--- src/design/mbs_pkg.sv ---
// ----------------------------------------------------------------------------
// mbs_pkg
// Shared types, codes and helpers for the maze backtracker step block.
// ----------------------------------------------------------------------------
package mbs_pkg;

  localparam int COORD_W = 5;
  localparam int MODE_W  = 2;
  localparam int DRAW_W  = 2;
  localparam int CFG_W   = 6;
  localparam int PADDR_W = 3;
  localparam int PDATA_W = 32;

  localparam logic [CFG_W-1:0] GRID_W_RST = 6'd16;
  localparam logic [CFG_W-1:0] GRID_H_RST = 6'd8;

  localparam logic REG_GRID_WIDTH  = 1'b0;
  localparam logic REG_GRID_HEIGHT = 1'b1;

  localparam logic [MODE_W-1:0] MODE_START = 2'd0;
  localparam logic [MODE_W-1:0] MODE_STEP  = 2'd1;

  localparam logic [DRAW_W-1:0] DIR_E = 2'd0;
  localparam logic [DRAW_W-1:0] DIR_W = 2'd1;
  localparam logic [DRAW_W-1:0] DIR_S = 2'd2;
  localparam logic [DRAW_W-1:0] DIR_N = 2'd3;

  // Cell bit planes.
  localparam int NUM_PL = 5;
  localparam int PL_VIS = 0;
  localparam int PL_N   = 1;
  localparam int PL_S   = 2;
  localparam int PL_E   = 3;
  localparam int PL_W   = 4;

  typedef enum logic [2:0] {
    ST_STARTED,
    ST_CARVED,
    ST_REJECTED,
    ST_BACKTRACK,
    ST_FINISHED,
    ST_READ,
    ST_NOT_STARTED
  } status_e;

  typedef enum logic [1:0] {
    RUN_IDLE,
    RUN_WALK,
    RUN_DONE
  } run_e;

  typedef enum logic [1:0] {
    CS_CLEAR,
    CS_IDLE,
    CS_EXEC,
    CS_START
  } ctl_e;

  typedef struct packed {
    logic [CFG_W-1:0] grid_width;
    logic [CFG_W-1:0] grid_height;
    logic             wr;
  } cfg_t;

  function automatic logic [2:0] here_plane(input logic [DRAW_W-1:0] d);
    logic [2:0] p;
    case (d)
      DIR_E:   p = 3'(PL_E);
      DIR_W:   p = 3'(PL_W);
      DIR_S:   p = 3'(PL_S);
      default: p = 3'(PL_N);
    endcase
    return p;
  endfunction

  function automatic logic [2:0] there_plane(input logic [DRAW_W-1:0] d);
    logic [2:0] p;
    case (d)
      DIR_E:   p = 3'(PL_W);
      DIR_W:   p = 3'(PL_E);
      DIR_S:   p = 3'(PL_N);
      default: p = 3'(PL_S);
    endcase
    return p;
  endfunction

endpackage

--- src/design/mbs_cfg.sv ---
// ----------------------------------------------------------------------------
// mbs_cfg
// APB-style register port holding the grid width and height.
// ----------------------------------------------------------------------------
module mbs_cfg (
  input  logic                        clk_i,
  input  logic                        rst_ni,
  input  logic                        psel,
  input  logic                        penable,
  input  logic                        pwrite,
  input  logic [mbs_pkg::PADDR_W-1:0] paddr,
  input  logic [mbs_pkg::PDATA_W-1:0] pwdata,
  output logic [mbs_pkg::PDATA_W-1:0] prdata,
  output logic                        pready,
  output mbs_pkg::cfg_t               cfg_o
);

  logic [mbs_pkg::CFG_W-1:0] width_q, width_d;
  logic [mbs_pkg::CFG_W-1:0] height_q, height_d;
  logic                      wr;

  assign pready = 1'b1;
  assign wr     = psel && penable && pwrite;

  always_comb begin
    width_d  = width_q;
    height_d = height_q;
    if (wr) begin
      unique case (paddr[2])
        mbs_pkg::REG_GRID_WIDTH:  width_d  = pwdata[mbs_pkg::CFG_W-1:0];
        mbs_pkg::REG_GRID_HEIGHT: height_d = pwdata[mbs_pkg::CFG_W-1:0];
      endcase
    end
  end

  always_comb begin
    unique case (paddr[2])
      mbs_pkg::REG_GRID_WIDTH:  prdata = mbs_pkg::PDATA_W'(width_q);
      mbs_pkg::REG_GRID_HEIGHT: prdata = mbs_pkg::PDATA_W'(height_q);
    endcase
  end

  always_ff @(posedge clk_i or negedge rst_ni) begin
    if (!rst_ni) begin
      width_q  <= mbs_pkg::GRID_W_RST;
      height_q <= mbs_pkg::GRID_H_RST;
    end else begin
      width_q  <= width_d;
      height_q <= height_d;
    end
  end

  assign cfg_o.grid_width  = width_q;
  assign cfg_o.grid_height = height_q;
  assign cfg_o.wr          = wr;

endmodule

--- config.mk ---
export PLATFORM = sky130hd
export DESIGN_NAME = mbs_cfg
export DESIGN_NICKNAME = d
export VERILOG_FILES = /design/src/design/mbs_pkg.sv /design/src/design/mbs_cfg.sv
export SDC_FILE = /design/constraint.sdc
export NUM_CORES = 1
export LEC_CHECK = 0
export BUFFER_PORTS_ARGS = -buffer_cell sky130_fd_sc_hd__buf_2
export CAP_MARGIN = 0
export CORE_MARGIN = 2
export CORE_UTILIZATION = 33
export DETAILED_ROUTE_END_ITERATION = 10
export MAX_ROUTING_LAYER = met4
export PLACE_DENSITY = 0.76
export SETUP_SLACK_MARGIN = 0.4
export SLEW_MARGIN = 20
export SYNTH_ARGS = -nofsm -noshare
export SYNTH_HDL_FRONTEND = slang
export SYNTH_SLANG_ARGS = --single-unit
--- constraint.sdc ---
create_clock -name clk_i -period 1 [get_ports clk_i]
set_input_delay 0.05 -clock clk_i [delete_from_list [all_inputs] [get_ports clk_i]]
set_output_delay 0.05 -clock clk_i [all_outputs]
set_load 0.01 [all_outputs]
==> results of run 1 <==
-- metrics by stage --
stage          total power (W)  setup WS (ps)  setup TNS [ps]  instances  util, %
3_5_place_dp           0.00126           71.6               0        119     39.5
6_report               0.00218           -136           -1160        142     54.9
3_3_place_gp           0.00124           80.1               0        119     39.5
5_1_grt                0.00228           -158           -1510        142     54.9
2_1_floorplan          0.00110            219               0         89        -
4_1_cts                0.00202           -120            -795        136     51.4
-- area by class of cell --
type | count | share of cell area [%]
well taps | 28 | 2.88
repair buffers | 50 | 36.8
clock buffers | 4 | 2.16
flip-flops and latches | 12 | 24.9
multi-input cells | 48 | 33.3
-- power groups by stage --
stage	sequential (W)	combinational, W	clock, W
after global placement	0.000682	0.000554	0
after global routing	0.000695	0.00123	0.000356
final	0.000685	0.00117	0.000330
after CTS	0.000671	0.00102	0.000328
after floorplan	0.000734	0.000366	0
after detailed placement	0.000690	0.000570	0
-- cell usage after synthesis (all sizes together) --
cell / count / share of area (%)
nand4: 1 / 1.6
dfstp: 2 / 6.8
mux2: 18 / 26
dfrtp: 10 / 32
buf: 29 / 29
nand4b: 1 / 3.1
conb: 2 / 0.97
and3: 1 / 0.81
-- path summary, 6_finish.rpt --
check / cells past startpoint / end / startpoint / slack (ps)
setup / recovery: 2 / prdata[4] / width_q[4]$_DFFE_PN1P_ / -140
hold / removal: 2 / height_q[1]$_DFFE_PN0P_ / pwdata[1] / 6
min in group asynchronous: 2 / height_q[2]$_DFFE_PN0P_ / rst_ni / 190
max in group asynchronous: 2 / height_q[3]$_DFFE_PN1P_ / rst_ni / 520
setup reg to reg: 3 / width_q[5]$_DFFE_PN0P_ / width_q[5]$_DFFE_PN0P_ / -20
hold reg to reg: 1 / width_q[3]$_DFFE_PN0P_ / width_q[3]$_DFFE_PN0P_ / 540
-- cell families (layout without fill, tap and decap cells) --
family,Yosys count,after routing
DFF,12,12
muxes,18,18
and+or+nand+nor,3,3
other,2,27
buffers and inverters,29,54
-- state kept, by name (all words and copies together) (netlist names) --
register / count
width_q: 6
height_q: 6
-- per-layer routing --
layer  track usage [%]  share of wire (%)
met1              17.4                 40
met4              6.41                1.9
met5                 -                  0
met3              1.71                7.8
met2              24.6                 50
-- what timing repair did --
item,4_1_cts,5_1_grt
gates resized for setup,26,8
setup buffers,12,6
hold buffers,1,0
endpoints found under the hold margin,12,0
endpoints found under the setup margin,30,30
==> impl_results.md, run 1 <==
* Synth Area in Simple Gates at 5.48%
* CORE AREA at 2210 µm²
* DR vias at 595
* Routed WL at 1.93 mm
* Cell variety after synth at 9
* Chip Width at 52.5 µm
* Vias in the first global route at 568
* Routed Antenna Nets at 0
* Fillers at 192
* Cells after Synth at 64
* Post-route design area at 1210 µm²
* Setup-failing EPs final at 13
* Num CTS Buffers at 3
* Critical Path End Type: output pin
* WP data arrival at 1090 ps
* Footprint of the multi-input gates at 404 µm²
* CP max stage delay at 560 ps
* Pint at 0.00152 W
* Net count, final at 155
* Unrepaired setup endpoints after global routing: true
* Syn_area_per_cell at 12.1 µm²
* Mux contribution to synthesized area at 26.1%
* Worst Path Required at 950 ps
* Ratio of cells with drive above 1 in the final layout at 64.9%
* DRT iter0 DRCs at 3
* Reg area at 303 µm²
* Delay-heaviest family, CP: flip-flops
* Worst-path clk slew at 80 ps
* Outcome: complete, but fails checks
* Number of synthesized register bits at 12
* H-tree levels at 1
* Placed cell areas at 873 µm²
* Pin count of the biggest net entering global routing at 13
* Gate power share at 53.5%
* Critical-path maximum fanout at 3
* Clk network pwr share at 15.1%
* Final Cycle Share at 114%
* CP Buf/Inv Count at 1
* Bufs on Longest Clock Path at 2
* Most frequent cells in the layout: conb_1, buf_6, mux2_4, buf_2, dfrtp_1
* TritonCTS clock tree: yes
* Drc violations at 0
* Routed WL per cell at 13.6 µm
* # clock sinks at 12
* Max Clock Freq at 880 MHz
* Seq/Total Area, Yosys at 39.0%
* Synth Area in Adders at 0%
* Worst Setup Start Kind: flop
* Initial antenna violation count at 0
* Net Sw Frac at 30.5%
* First-pass GRT wire length at 2.81 mm
* Final setup margin at -136 ps
* TritonRoute pass-1 iters at 2
* Cell Chain, Critical Path: mux2_4, buf_6
* Hold crit path type: primary input to flop
* Gr ovfl total at 0
* XOR/XNOR Fraction of Synth Area at 0%
* PD cells at 1800 nW/µm²
* Drt via density at 4.19
* Slowest-stage cell, CP: dfstp_2
* Synthesized area at 777 µm²
* Clock skew at 0 ps
* I/O Buffers at 30
* Clock root cell: clkbuf_4
* P_sw at 0.000666 W
* Ant. Diodes at 0
* Peak supply drop at 0.00115 V
* # Max-Cap Violations at 0
* Starting density of the core at 35.1%
* Std-Cell Rows at 17
* Tmin final at 1140 ps
* Die area at 2760 µm²
* Die Span Y at 52.5 µm
* Yosys warns at 0
* Final hold slack at 6.06 ps
* Final hold violations at 0
* Post-synthesis compound-gate area fraction at 0%
* Area grow syn2layout at 56.4%
* Sequential power share at 31.4%
* Failing checks: negative setup slack
* Max-slew violation count at 0
* Clk_lat worst skew at 280 ps
* Leak Pwr at 0.673 nW
* Final GP Congestion at 0.659
* All-layer global routing usage at 14.5%
* CP Class: flop to output pin
* I/O pin cnt at 86
* Largest family of logic cells by synthesized area: buffers and inverters
Note: power is estimated with default switching activity, not from simulation.
==> inputs of run 2 (changes only) <==
RECOVER_POWER = 50   (was default)
==> run 2 against run 1 <==
  * The flow still finishes with violations (negative setup slack)
  * Global-route usage did not move
  * Core utilization fell by 0.057 points
  * Total power barely moved
  * Combinational power barely moved
  * Die area did not move
  * Sequential cell count did not move
  * Via count did not move
  * Largest cell class unchanged
  * Largest power group unchanged
==> impl_results.md, run 2 (synthesis gave the netlist of run 1 again) <==
* Power Total at 0.00218 W (about the same)
* Tmin final at 1140 ps (-0.514 ps)
* CP Class: flop to output pin
* Outcome: complete, but fails checks
* DR vias at 595 (unchanged)
* Placed Instances at 119 (unchanged)
* Bufs on Longest Clock Path at 2 (unchanged)
* Routed WL at 1.93 mm (unchanged)
* Worst Path Required at 950 ps (about the same)
* Pre-CTS worst setup slack at 71.6 ps (unchanged)
* I/O Buffers at 30 (unchanged)
* Critical Path End Type: output pin
* Gate power share at 53.5% (about the same)
* Clk_lat worst skew at 280 ps (about the same)
* Gr ovfl total at 0 (unchanged)
* P_sw at 0.000666 W (about the same)
* Peak supply drop at 0.00115 V (-0.32%)
* TritonRoute pass-1 iters at 2 (unchanged)
* I/O pin cnt at 86 (unchanged)
* Drc violations at 0 (unchanged)
* Max-slew headroom at 53.1%
* Vias in the first global route at 568 (unchanged)
* Leak Pwr at 0.670 nW (-0.41%)
* Net Sw Frac at 30.5% (about the same)
* All-layer global routing usage at 14.5% (unchanged)
* Max-slew violation count at 0 (unchanged)
* TritonCTS clock tree: yes
* Final Cycle Share at 114% (about the same)
* Routed WL per cell at 13.6 µm (unchanged)
* Hold Path Depth at 2 (unchanged)
* CORE AREA at 2210 µm² (unchanged)
* Biggest regs: height_q x6, width_q x6
* Worst-path clk slew at 80 ps (about the same)
* Setup-failing EPs final at 13 (unchanged)
* Net count, final at 155 (unchanged)
* Clock skew at 0 ps (unchanged)
* Std-Cell Rows at 17 (unchanged)
* WP data arrival at 1090 ps (about the same)
* Routed Antenna Nets at 0 (unchanged)
* Die Span Y at 52.5 µm (unchanged)
* Starting density of the core at 35.1% (unchanged)
* Most frequent cells in the layout: conb_1, buf_6, mux2_4
* # clock sinks at 12 (unchanged)
* Failing checks: negative setup slack
* Ratio of cells with drive above 1 in the final layout at 64.0% (-0.88 points)
* Clk network pwr share at 15.1% (about the same)
* Unrepaired setup endpoints after global routing: true
* Sequential power share at 31.4% (about the same)
* H-tree levels at 1 (unchanged)
* Worst slew pin tran at 703 ps
* Die area at 2760 µm² (unchanged)
* Drt via density at 4.19 (unchanged)
* Num CTS Buffers at 3 (unchanged)
* Worst Setup Start Kind: flop
* Clock root cell: clkbuf_4
* Post-Layout Cell Count at 142 (unchanged)
* Setup TNS at -1160 ps (+0.390 ps)
* PD cells at 1800 nW/µm² (about the same)
* Area grow syn2layout at 56.2%
* Final hold violations at 0 (unchanged)
* Ant. Diodes at 0 (unchanged)
* Max Clock Freq at 881 MHz (about the same)
* Final GP Congestion at 0.659 (unchanged)
* Chip Width at 52.5 µm (unchanged)
* Hold crit path type: primary input to flop
* Final hold slack at 6.06 ps (+0.000170 ps)
* R2R depth at 3 (unchanged)
* Pint at 0.00152 W (about the same)
* Initial antenna violation count at 0 (unchanged)
* Pin count of the biggest net entering global routing at 13 (unchanged)
* DRT iter0 DRCs at 3 (unchanged)
* Final setup margin at -136 ps (+0.514 ps)
* First-pass GRT wire length at 2.81 mm (unchanged)
* Critical-path maximum fanout at 3 (unchanged)
* Fillers at 193 (+0.52%)
* # Max-Cap Violations at 0 (unchanged)
==> run 2: changes by cell type in the layout (fill, tap and decap cells not counted), sizes merged <==
| cell | change |
|---|---|
| buf | -1 |
| clkbuf | +1 |
==> run 2: worst paths after layout <==
| kind | from | end | slack [ps] |
|---|---|---|---|
| min in group asynchronous | rst_ni | height_q[2]$_DFFE_PN0P_ | 340 |
| hold / removal | pwdata[1] | height_q[1]$_DFFE_PN0P_ | 6 |
| max in group asynchronous | rst_ni | width_q[0]$_DFFE_PN0P_ | 210 |
| setup reg to reg | width_q[5]$_DFFE_PN0P_ | width_q[5]$_DFFE_PN0P_ | -20 |
| setup / recovery | width_q[4]$_DFFE_PN1P_ | prdata[4] | -140 |
| hold reg to reg | width_q[3]$_DFFE_PN0P_ | width_q[3]$_DFFE_PN0P_ | 540 |
==> run 2: layout make-up <==
cell class | instances | area, µm² | area share, %
clock buffers | 4 | 26.3 | 2.16
repair buffers | 50 | 445 | 36.7
well taps | 28 | 35.0 | 2.89
multi-input cells | 48 | 404 | 33.3
flip-flops and latches | 12 | 303 | 24.9
==> run 2: repair_timing <==
action,4_1_cts,5_1_grt
hold endpoints to repair,12,0
setup buffers,12,6
setup endpoints to repair,30,30
pin swaps,0,0
hold buffers,1,0
gates resized for setup,26,8
==> run 2: power by group through the flow <==
stage	combinational, W	clock (W)	sequential, W
2_1_floorplan	0.000366	0	0.000734
3_3_place_gp	0.000554	0	0.000682
3_5_place_dp	0.000570	0	0.000690
4_1_cts	0.00102	0.000328	0.000671
5_1_grt	0.00123	0.000356	0.000695
6_report	0.00117	0.000330	0.000685
==> run 2: worst max-delay path: stages, from the launching register on <==
cell and delay, ps:
dfstp_2 560, mux2_4 150, buf_6 90
==> run 2: routing by layer <==
layer	vias to the layer above	wire, µm	global-route usage (%)
met1	290	774	17.4
met5	-	0	-
met3	5	145	1.71
li1	257	-	-
met2	43	975	24.6
met4	0	36	6.41
==> run 2: stage by stage <==
stage | cell area, µm² | utilization, %
6_report | 1210 | 54.9
4_1_cts | 1140 | 51.4
2_1_floorplan | 902 | -
3_5_place_dp | 873 | 39.5
3_3_place_gp | 873 | 39.5
5_1_grt | 1210 | 54.9
